--- src/rtl/fgrc_pkg.sv ---
// ----------------------------------------------------------------------------
// fgrc_pkg
// Shared types, codes and the size code decoder of the flash geometry checker.
// ----------------------------------------------------------------------------
`default_nettype none

package fgrc_pkg;

  localparam logic [1:0] REQ_CLEAR = 2'd0;
  localparam logic [1:0] REQ_LOAD  = 2'd1;
  localparam logic [1:0] REQ_QUERY = 2'd2;

  localparam logic [3:0] ST_OK        = 4'd0;
  localparam logic [3:0] ST_UNDECODE  = 4'd1;
  localparam logic [3:0] ST_WR_GT_ER  = 4'd2;
  localparam logic [3:0] ST_OVERLAP   = 4'd3;
  localparam logic [3:0] ST_OVER_4G   = 4'd4;
  localparam logic [3:0] ST_FULL      = 4'd5;
  localparam logic [3:0] ST_INVALID   = 4'd6;
  localparam logic [3:0] ST_BAD_START = 4'd7;
  localparam logic [3:0] ST_END_OUT   = 4'd8;
  localparam logic [3:0] ST_END_EDGE  = 4'd9;

  localparam logic [49:0] FOUR_GIB = 50'h1_0000_0000;

  // one stored region, sizes already decoded
  typedef struct packed {
    logic [31:0] base;
    logic [31:0] esize;
    logic [31:0] wsize;
    logic [32:0] ext_e;
    logic [32:0] ext_w;
  } region_t;

  typedef struct packed {
    logic        start;
    logic [32:0] dividend;
    logic [31:0] divisor;
  } mod_req_t;

  typedef struct packed {
    logic        done;
    logic [31:0] remainder;
  } mod_rsp_t;

  // {valid, size}: 2^c below 32, else m*2^k with m 5..7 and k below 30
  function automatic logic [32:0] size_decode(input logic [7:0] code);
    logic [32:0] r;
    r = '0;
    if (code < 8'd32) begin
      r = {1'b1, 32'd1 << code[4:0]};
    end else if (code[7:5] > 3'd4 && code[4:0] < 5'd30) begin
      r = {1'b1, {29'd0, code[7:5]} << code[4:0]};
    end
    return r;
  endfunction

endpackage

`default_nettype wire

--- src/rtl/fgrc_mod_unit.sv ---
// ----------------------------------------------------------------------------
// fgrc_mod_unit
// Restoring remainder unit, one quotient bit per cycle.
// ----------------------------------------------------------------------------
`default_nettype none

module fgrc_mod_unit (
  input  wire                 clk_i,
  input  wire                 rst_ni,
  input  fgrc_pkg::mod_req_t  req_i,
  output fgrc_pkg::mod_rsp_t  rsp_o
);

  logic [32:0] num_q, num_d;
  logic [31:0] div_q, div_d;
  logic [31:0] rem_q, rem_d;
  logic [5:0]  cnt_q, cnt_d;
  logic        done_q, done_d;
  logic [32:0] trial;

  always_comb begin
    num_d  = num_q;
    div_d  = div_q;
    rem_d  = rem_q;
    cnt_d  = cnt_q;
    done_d = 1'b0;
    trial  = {rem_q, num_q[32]};
    if (req_i.start) begin
      num_d = req_i.dividend;
      div_d = req_i.divisor;
      rem_d = '0;
      cnt_d = 6'd33;
    end else if (cnt_q != 6'd0) begin
      num_d = {num_q[31:0], 1'b0};
      if (trial >= {1'b0, div_q}) begin
        rem_d = 32'(trial - {1'b0, div_q});
      end else begin
        rem_d = trial[31:0];
      end
      cnt_d = cnt_q - 6'd1;
      done_d = (cnt_q == 6'd1);
    end
  end

  always_ff @(posedge clk_i or negedge rst_ni) begin
    if (!rst_ni) begin
      cnt_q  <= '0;
      done_q <= 1'b0;
    end else begin
      cnt_q  <= cnt_d;
      done_q <= done_d;
    end
  end

  always_ff @(posedge clk_i) begin
    num_q <= num_d;
    div_q <= div_d;
    rem_q <= rem_d;
  end

  assign rsp_o.done      = done_q;
  assign rsp_o.remainder = rem_q;

  a_no_restart: assert property (@(posedge clk_i) disable iff (!rst_ni)
    (cnt_q > 6'd1) |-> !req_i.start) else $error("mod unit restarted while busy");
  a_done_after_last: assert property (@(posedge clk_i) disable iff (!rst_ni)
    (cnt_q == 6'd1 && !req_i.start) |=> done_q) else $error("mod done missing");
  a_done_idle: assert property (@(posedge clk_i) disable iff (!rst_ni)
    done_q |-> cnt_q == 6'd0) else $error("mod done while busy");

endmodule

`default_nettype wire

--- config.mk ---
export PLATFORM = sky130hd
export DESIGN_NAME = fgrc_mod_unit
export DESIGN_NICKNAME = d
export VERILOG_FILES = /design/src/rtl/fgrc_pkg.sv /design/src/rtl/fgrc_mod_unit.sv
export SDC_FILE = /design/constraint.sdc
export NUM_CORES = 1
export LEC_CHECK = 0
export ABC_AREA = 1
export BUFFER_PORTS_ARGS = -buffer_cell sky130_fd_sc_hd__buf_4
export CAP_MARGIN = 15
export CORE_MARGIN = 2
export CORE_UTILIZATION = 53
export CTS_CLUSTER_DIAMETER = 150
export DETAILED_ROUTE_END_ITERATION = 10
export GPL_ROUTABILITY_DRIVEN = 0
export PLACE_DENSITY = 0.88
export SLEW_MARGIN = 0
export SYNTH_ARGS = -nofsm -noshare
export SYNTH_HDL_FRONTEND = slang
export SYNTH_SLANG_ARGS = --single-unit
export TNS_END_PERCENT = 20
--- constraint.sdc ---
create_clock -name clk_i -period 2 [get_ports clk_i]
set_input_delay 0.6 -clock clk_i [delete_from_list [all_inputs] [get_ports clk_i]]
set_output_delay 0.6 -clock clk_i [all_outputs]
set_load 0.005 [all_outputs]
==> results of run 1 <==
-- critical path, cell delays in order (launching register included) --
cell and delay [ps]:
edfxtp_1 380, inv_2 80, ha_4 210, nand2_2 60, nand2_2 80, a211oi_4 350, nand3_2 170, nor2_4 300
nand2_8 120, clkbuf_16 190, nand2_1 70, nand3_1 80, nand2_1 90
-- cell usage after synthesis, types with 7 or more instances --
| master | n |
|---|---|
| nand2_1 | 441 |
| inv_1 | 165 |
| edfxtp_1 | 65 |
| nand3_1 | 53 |
| nor2_1 | 48 |
| nand3b_1 | 39 |
| ha_1 | 34 |
| dfxtp_1 | 32 |
| a21oi_1 | 19 |
| xnor2_1 | 16 |
| buf_2 | 9 |
| clkbuf_1 | 8 |
| dfrtp_1 | 7 |
-- worst max-delay path by stage --
stage | end
floorplan | num_q[0]
global placement | rem_q[5]
detailed placement | rem_q[24]
CTS | rem_q[24]
global route | rem_q[31]
finish | rem_q[31]
-- metal layers --
metal,routed length [um],up-vias
li1,-,3376
met1,7640,3282
met2,10000,448
met3,1890,130
met4,1270,0
met5,0,-
-- sequential cells by signal, indices dropped and copies added, names as in the netlist --
| name | count |
|---|---|
| num_q | 33 |
| cnt_q | 6 |
| div_q | 32 |
| done_q | 1 |
| rem_q | 32 |
-- stage by stage --
step                      utilization  hold WS, ps  std cells
after detailed placement        0.654          416       1300
after global placement          0.654          417       1300
after floorplan                     -          304        987
after CTS                       0.710         23.7       1317
after global routing            0.747         27.4       1333
final                           0.747         29.4       1333
-- power groups by stage --
| stage | clock network, uW | logic (uW) | registers, uW |
|---|---|---|---|
| after floorplan | 0 | 568 | 2570 |
| after global placement | 0 | 933 | 2570 |
| after detailed placement | 0 | 962 | 2580 |
| after CTS | 1840 | 1050 | 2540 |
| after global routing | 1920 | 1310 | 2570 |
| final | 1830 | 1200 | 2550 |
-- layout make-up --
cell class / instances / area share
clock buffer: 9 / 0.0239
timing repair buffer: 181 / 0.158
inverter: 170 / 0.0681
multi-input combinational: 690 / 0.425
sequential: 104 / 0.294
tap: 172 / 0.0228
clock inverter: 7 / 0.00889
-- kinds of logic after synthesis --
family,Yosys count,synth area share
and+or+nand+nor,611,0.379
xor gates and xnor gates,17,0.0217
AOI/OAI and AO/OA,27,0.0215
DFF,104,0.403
adders and majority gates,35,0.0648
buffers and inverters,193,0.111
-- repair_timing --
item / 4_1_cts / 5_1_grt
buffers inserted: 1 / 13
setup endpoints to repair: 32 / 32
pin swaps: 8 / 25
gates resized for setup: 54 / 92
gates cloned: 0 / 3
==> flow_summary.yaml, run 1 <==
synthesis:
  netlist_area_mm2: 0.00687
  async_flop_share: 0.0673
  yosysWarningCount: 0
  synth_edf_count: 65
  yosysTopAreaCell: "edfxtp_1"
  syn-num-nets: 1090
  synth_seq_area_share: 0.403
  avgSynthCellArea_um2: 6.96
  synthDistinctLibCells: 36
  synth-main-ff-cell: "edfxtp_1"
  syn-instance-count: 987
  synth.area.top_cells: "edfxtp_1, nand2_1, dfxtp_1, inv_1, ha_1"
  synth_top_cell_area_share: 0.284
  synth_seq_cells: 104
timing:
  finalCritPeriodShare: 1.12
  tns_ps: -6330
  setup_viol: 32
  fmax_mhz: 447
  slew_viol_final: 0
  grt_setup_unrepaired: "true"
  max_slew.worst_pin.slew_ps: 412
  min_period_ps: 2240
  layout_setup_ws_ps: -237
  fin_worst_skew_ps: 11.7
  slew_headroom: 0.725
  hold_violations: 0
critical_path:
  critPathCaptureType: "register"
  crit_type: "reg2reg"
  r2r_slack_ps: -240
  reg2reg_depth: 12
  critPathRequiredTime_ps: 2310
  startpoint: "div_q[30]"
  cp_max_fo: 9
  r2r_start: "div_q[30]"
  cp.arrival_ps: 2550
  cp-start-kind: "register"
  regToRegEndpoint: "rem_q[31]"
grt:
  grtUsageTotal: 0.264
  grt_use_met1: 0.308
  grt_overflow: 0
  gr-usage-met2: 0.462
  grt_start_max_net_pins: 34
  met3_usage: 0.0581
  grt_pass1_wl_mm: 29.9
  grt_pass1_vias: 6591
  top_usage_layer: "met2"
  antenna_found_initial: 0
clock_network:
  tritoncts: "done"
  cts.sink_count: 104
  cts_hold_buf: 0
  clk_latency_ps: 370
  cts_buffer_depth: 2
  clkSlewWorstSetupHoldPaths_ps: 80
  clock-root-buffer: "clkbuf_16"
  htreeDepth: 3
  numCtsBuffers: 9
pwr:
  swShare: 0.297
  power_density_mw_per_mm2: 591
  pwr-share-clk: 0.328
  combPwrFrac: 0.215
  p_int_uw: 3920
  p_switching_uw: 1660
  power.total_uw: 5580
  leakagePower_uw: 0.00488
  peakVddDrop_mv: 0.591
  seq_power_share: 0.457
placed_design:
  dp_slack_ps: -141
  portBuffers: 100
  placed_area_mm2: 0.00826
  hpwl_mm: 13.2
routing:
  drc: 0
  antenna_left: 0
  vias: 7236
  first_pass_iters: 7
  wl_per_cell_um: 15.6
  avgViaCountPerCell: 5.43
  drt_iter0_markers: 751
  wl_mm: 20.8
outcome:
  outcome: "complete, but fails checks"
  violations: "negative setup slack"
layout:
  layout-drive-gt1-share: 0.295
  fill_cells: 843
  layout.nets: 1259
  mostFrequentLayoutCells: "nand2_1, buf_4, inv_1"
  final_area_mm2: 0.00943
  multi_input_area_mm2: 0.00400
  insertedDiodeCount: 0
  layout_commonest_cell: "nand2_1"
  area_growth_pct: 37.1
  regArea_mm2: 0.00277
die:
  die-area_mm2: 0.0139
  die_w_um: 118
  ios: 101
  die_y_um: 118
  fp-row-count: 41
  core-area_mm2: 0.0126
  start_util: 0.545
min_path:
  hold_class: "in2async"
job:
  drv_cap: 0
Power figures use the tool's default switching activity.
==> inputs of run 2 (changes only) <==
- ABC_AREA: 1 -> 0
- CORE_UTILIZATION: 53 -> 51
- PLACE_DENSITY: 0.88 -> 0.87
==> run 2 against run 1 <==
  * The run still ends with negative setup slack left
  * Register-to-register slack lost 790 ps
  * Synthesized cell count down 45%
  * Clock skew fell by 2.5 ps
  * Routed wire length decreased by 23%
  * Setup slack got worse by 790 ps
  * Fmax is 26% lower
  * Critical path type unchanged
  * Critical endpoint is now rem_q[24]
  * Highest routed layer unchanged
==> flow_summary.yaml, run 2 <==
outcome:
  outcome: "complete, but fails checks"
  violations: "negative setup slack"
critical_path:
  critPathCaptureType: "register"
  cp.arrival_ps: 3290
  critPathRequiredTime_ps: 2260
  r2r_start: "num_q[32]"
  cp_max_fo: 2
  cp-start-kind: "register"
  crit_type: "reg2reg"
  regToRegEndpoint: "rem_q[24]"
  reg2reg_depth: 13
  r2r_slack_ps: -1020
routing:
  drt_iter0_markers: 287
  antenna_left: 0
  wl_mm: 16.0
  avgViaCountPerCell: 5.57
  first_pass_iters: 5
  wl_per_cell_um: 17.4
  vias: 5120
  drc: 0
clock_network:
  tritoncts: "done"
  clk_latency_ps: 380
  htreeDepth: 3
  cts.sink_count: 104
  numCtsBuffers: 9
  cts_buffer_depth: 2
  clock-root-buffer: "clkbuf_16"
  clkSlewWorstSetupHoldPaths_ps: 80
grt:
  grt_pass1_wl_mm: 25.7
  grtUsageTotal: 0.279
  grt_pass1_vias: 5513
  grt_start_max_net_pins: 34
  antenna_found_initial: 0
  grt_overflow: 0
timing:
  layout_setup_ws_ps: -1020
  max_slew.worst_pin.slew_ps: 573
  grt_setup_unrepaired: "true"
  slew_headroom: 0.617
  finalCritPeriodShare: 1.51
  tns_ps: -23150
  min_period_ps: 3020
  hold_violations: 0
  fin_worst_skew_ps: 9.23
  slew_viol_final: 0
  fmax_mhz: 331
  setup_viol: 32
  whs_ps: 21.8
synthesis:
  async_flop_share: 0.0673
  synth_top_family_by_area: "compound AO/OA/AOI/OAI gates"
  syn-instance-count: 542
  yosysWarningCount: 0
  synth.area.top_cells: "edfxtp_1, dfxtp_1, ha_1, mux2_2, mux2i_1"
  synth_xor_xnor_area_share: 0.0456
  synth_top_cell_area_share: 0.339
  synthTopCellsByCount: "edfxtp_1, nand2_1, inv_1, o21ai_1, ha_1"
  netlist_area_mm2: 0.00576
  synthMostInstantiatedCell: "edfxtp_1"
  avgSynthCellArea_um2: 10.6
  synthDistinctLibCells: 55
  yosysTopAreaCell: "edfxtp_1"
  synthAdderAreaFrac: 0.0774
  synth_seq_area_share: 0.481
  synth_simple_gate_area_frac: 0.0917
  muxShareOfSynthArea: 0.101
  synth_edf_count: 65
  synth_seq_cells: 104
  synth_compound_area_frac: 0.159
  synth-main-ff-cell: "edfxtp_1"
  syn-num-nets: 645
placed_design:
  portBuffers: 100
  dp_slack_ps: -1100
  hpwl_mm: 11.8
pwr:
  leakagePower_uw: 0.00393
  power_density_mw_per_mm2: 647
  peakVddDrop_mv: 0.756
  power.total_uw: 5260
layout:
  mostFrequentLayoutCells: "buf_4, edfxtp_1, nand2_1"
  insertedDiodeCount: 0
  layout-drive-gt1-share: 0.399
  layout_commonest_cell: "buf_4"
  area_growth_pct: 41.1
  reg.largest.list: "num_q x33, div_q x32, rem_q x32"
  fill_cells: 725
  top_register: "num_q"
  layout.nets: 878
  largest_reg_flops: 33
die:
  die-area_mm2: 0.0122
  die_y_um: 110
  fp-row-count: 38
  ios: 101
  start_util: 0.527
  die_w_um: 110
  core-area_mm2: 0.0109
min_path:
  hold_class: "in2async"
job:
  drv_cap: 0
==> run 2: through the flow <==
step / cells / instance area (um^2) / util
2_1_floorplan: 542 / 5780 / -
3_3_place_gp: 899 / 7670 / 0.702
3_5_place_dp: 899 / 7670 / 0.702
4_1_cts: 918 / 8100 / 0.740
5_1_grt: 920 / 8130 / 0.743
6_report: 920 / 8130 / 0.743
==> run 2: cells by family (layout without fill, tap and decap cells) <==
group,count (synthesis),in the layout
buf+inv,65,303
simple gates,113,113
flops,104,104
xor+xnor,30,30
compound gates,141,141
mux,54,54
fa+ha+maj,35,35
==> run 2: cell type report <==
| class | instances | area, um^2 | share of cell area |
|---|---|---|---|
| sequential | 104 | 2770 | 0.341 |
| inverter | 47 | 176 | 0.0217 |
| clock inverter | 7 | 83.8 | 0.0103 |
| multi-input combinational | 373 | 2840 | 0.349 |
| clock buffer | 9 | 225 | 0.0277 |
| tap | 140 | 175 | 0.0216 |
| timing repair buffer | 240 | 1860 | 0.229 |
==> run 2: per-layer routing <==
metal,share of wire,up-vias,GRT usage,wire length (um)
li1,-,2439,-,-
met1,0.39,2433,0.298,6270
met2,0.51,194,0.492,8190
met3,0.066,54,0.0952,1060
met4,0.033,0,0.133,537
met5,0,-,0,0
==> run 2: where the power goes <==
group / switching, uW / internal (uW)
clock: 945 / 897
combinational: 413 / 454
sequential: 71.8 / 2470
total: 1430 / 3830
==> run 2: worst max-delay path by stage <==
stage / startpoint / depth (start not counted) / to
3_5_place_dp: num_q[32] / 14 / rem_q[30]
2_1_floorplan: num_q[32] / 13 / rem_q[24]
4_1_cts: num_q[32] / 14 / rem_q[30]
5_1_grt: num_q[32] / 13 / rem_q[24]
3_3_place_gp: num_q[32] / 13 / rem_q[24]
6_report: num_q[32] / 13 / rem_q[24]
==> run 2: what timing repair did <==
item | in CTS | in global routing
setup endpoints to repair | 32 | 32
hold buffers | 0 | 0
pin swaps | 16 | 9
gates resized for setup | 20 | 4
buffers inserted | 3 | 2
==> run 2: critical path, cell delays in order, from the launching register on <==
cell	delay (ps)
edfxtp_1	380
inv_2	90
ha_4	140
inv_2	40
fa_2	330
a21o_1	200
a221o_1	320
a211oi_2	280
o31a_1	210
a21oi_2	80
a221o_1	360
a221oi_2	250
xor2_1	170
o21ai_1	70
==> inputs of run 3 (changes only) <==
- SKIP_CTS_REPAIR_TIMING: not set -> 1
==> run 3 against run 2 <==
  * The run still ends with negative setup slack left
  * Design area grew 2.6%
  * Die area is the same
  * Setup slack lost 150 ps
  * Non-clock buffer count grew 6
  * Sequential share of layout area shrank 0.82 points
  * Clock power is essentially flat
  * Clock skew is essentially flat
  * Hold slack gained 1.0 ps
  * Flip-flop and latch count is the same
  * Fmax shrank 4.8%
  * Via count grew 4.7%
==> flow_summary.yaml, run 3 (synthesis results as in run 2) <==
routing:
  antenna_left: 0
  avgViaCountPerCell: 5.79
  vias: 5362
  wl_mm: 17.4
  wl_per_cell_um: 18.8
  drc: 0
  first_pass_iters: 6
  drt_iter0_markers: 407
critical_path:
  regToRegEndpoint: "rem_q[30]"
  r2r_slack_ps: -1180
  critPathCaptureType: "register"
  crit_slowest_cell: "a311oi_4"
  cp-start-kind: "register"
  r2r_start: "num_q[32]"
  critPathRequiredTime_ps: 2260
  crit_type: "reg2reg"
  cp_max_fo: 3
  cp.arrival_ps: 3440
  crit_chain: "inv_2, ha_4, inv_2, fa_2, a21o_1, a221o_1, a211oi_2, buf_4, o21ai_4, a311oi_4, o21ai_1, xor2_1, mux2i_1, o21ai_1"
  reg2reg_depth: 14
  cp_slowest_stage_delay_ps: 390
grt:
  grt_overflow: 0
  antenna_found_initial: 0
  grt_pass1_vias: 5401
  grt_start_max_net_pins: 34
  grtUsageTotal: 0.269
  grt_pass1_wl_mm: 25.0
layout:
  mostFrequentLayoutCells: "buf_4, edfxtp_1, nand2_1"
  largest_reg_flops: 33
  layout.nets: 884
  top_register: "num_q"
  fill_cells: 682
  layout_commonest_cell: "buf_4"
  reg.largest.list: "num_q x33, div_q x32, rem_q x32"
  area_growth_pct: 44.8
  layout-drive-gt1-share: 0.421
  insertedDiodeCount: 0
placed_design:
  hpwl_mm: 11.8
  portBuffers: 100
  dp_slack_ps: -1100
clock_network:
  clock-root-buffer: "clkbuf_16"
  clkSlewWorstSetupHoldPaths_ps: 80
  cts.sink_count: 104
  htreeDepth: 3
  clk_latency_ps: 380
  numCtsBuffers: 9
  cts_buffer_depth: 2
  tritoncts: "done"
timing:
  hold_violations: 0
  min_period_ps: 3180
  setup_viol: 32
  layout_setup_ws_ps: -1180
  finalCritPeriodShare: 1.59
  fmax_mhz: 315
  slew_headroom: 0.526
  whs_ps: 22.7
  max_slew.worst_pin.slew_ps: 709
  slew_viol_final: 0
  fin_worst_skew_ps: 9.03
  grt_setup_unrepaired: "true"
outcome:
  violations: "negative setup slack"
  outcome: "complete, but fails checks"
die:
  start_util: 0.527
  core-area_mm2: 0.0109
  die_y_um: 110
  fp-row-count: 38
  die_w_um: 110
  die-area_mm2: 0.0122
  ios: 101
pwr:
  seq_power_share: 0.481
  combPwrFrac: 0.173
  p_switching_uw: 1450
  p_int_uw: 3850
  swShare: 0.274
  leakagePower_uw: 0.00400
  peakVddDrop_mv: 0.758
  power_density_mw_per_mm2: 635
  pwr-share-clk: 0.346
min_path:
  hold_class: "in2async"
job:
  drv_cap: 0
run 3: worst max-delay path by stage:
stage / from / to / slack, ps / cells after the start
2_1_floorplan: num_q[32] / rem_q[24] / -870 / 13
3_3_place_gp: num_q[32] / rem_q[24] / -1000 / 13
3_5_place_dp: num_q[32] / rem_q[30] / -1100 / 14
4_1_cts: num_q[32] / rem_q[30] / -1180 / 14
5_1_grt: num_q[32] / rem_q[30] / -1320 / 14
6_report: num_q[32] / rem_q[30] / -1180 / 14
run 3: per-stage QoR:
stage / total power [uW] / cell area (um^2) / TNS (ps) / util / cells
2_1_floorplan: 3010 / 5780 / -19480 / - / 542
3_3_place_gp: 3360 / 7670 / -21050 / 0.702 / 899
3_5_place_dp: 3420 / 7670 / -24260 / 0.702 / 899
4_1_cts: 5250 / 7980 / -25430 / 0.730 / 915
5_1_grt: 5500 / 8340 / -29450 / 0.763 / 926
6_report: 5300 / 8340 / -25960 / 0.763 / 926
run 3: per-layer routing:
layer | vias to the layer above | wire length [um] | GRT usage
met3 | 78 | 1210 | 0.0711
li1 | 2451 | - | -
met1 | 2564 | 6540 | 0.295
met2 | 269 | 8860 | 0.476
met4 | 0 | 795 | 0.139
met5 | - | 0 | 0
run 3: area by class of cell:
class	count	area, um^2	area share
Sequential cell	104	2770	0.332
Inverter	47	176	0.0212
Timing Repair Buffer	246	1960	0.236
Clock inverter	7	83.8	0.0101
Tap cell	140	175	0.0210
Clock buffer	9	225	0.0270
Multi-Input combinational cell	373	2940	0.353
run 3: power by group through the flow:
stage	logic, uW	clock network, uW	registers, uW
final	918	1830	2550
after global routing	990	1940	2570
after CTS	836	1860	2550
after detailed placement	826	0	2590
after global placement	775	0	2580
after floorplan	442	0	2570
run 3: critical path, delay by kind of cell, from the launching register on:
family / cells / cell delay (ps)
DFF: 1 / 380
buffers and inverters: 3 / 320
AOI/OAI and AO/OA: 7 / 1510
xor gates and xnor gates: 1 / 160
adders and majority gates: 2 / 510
muxes: 1 / 170
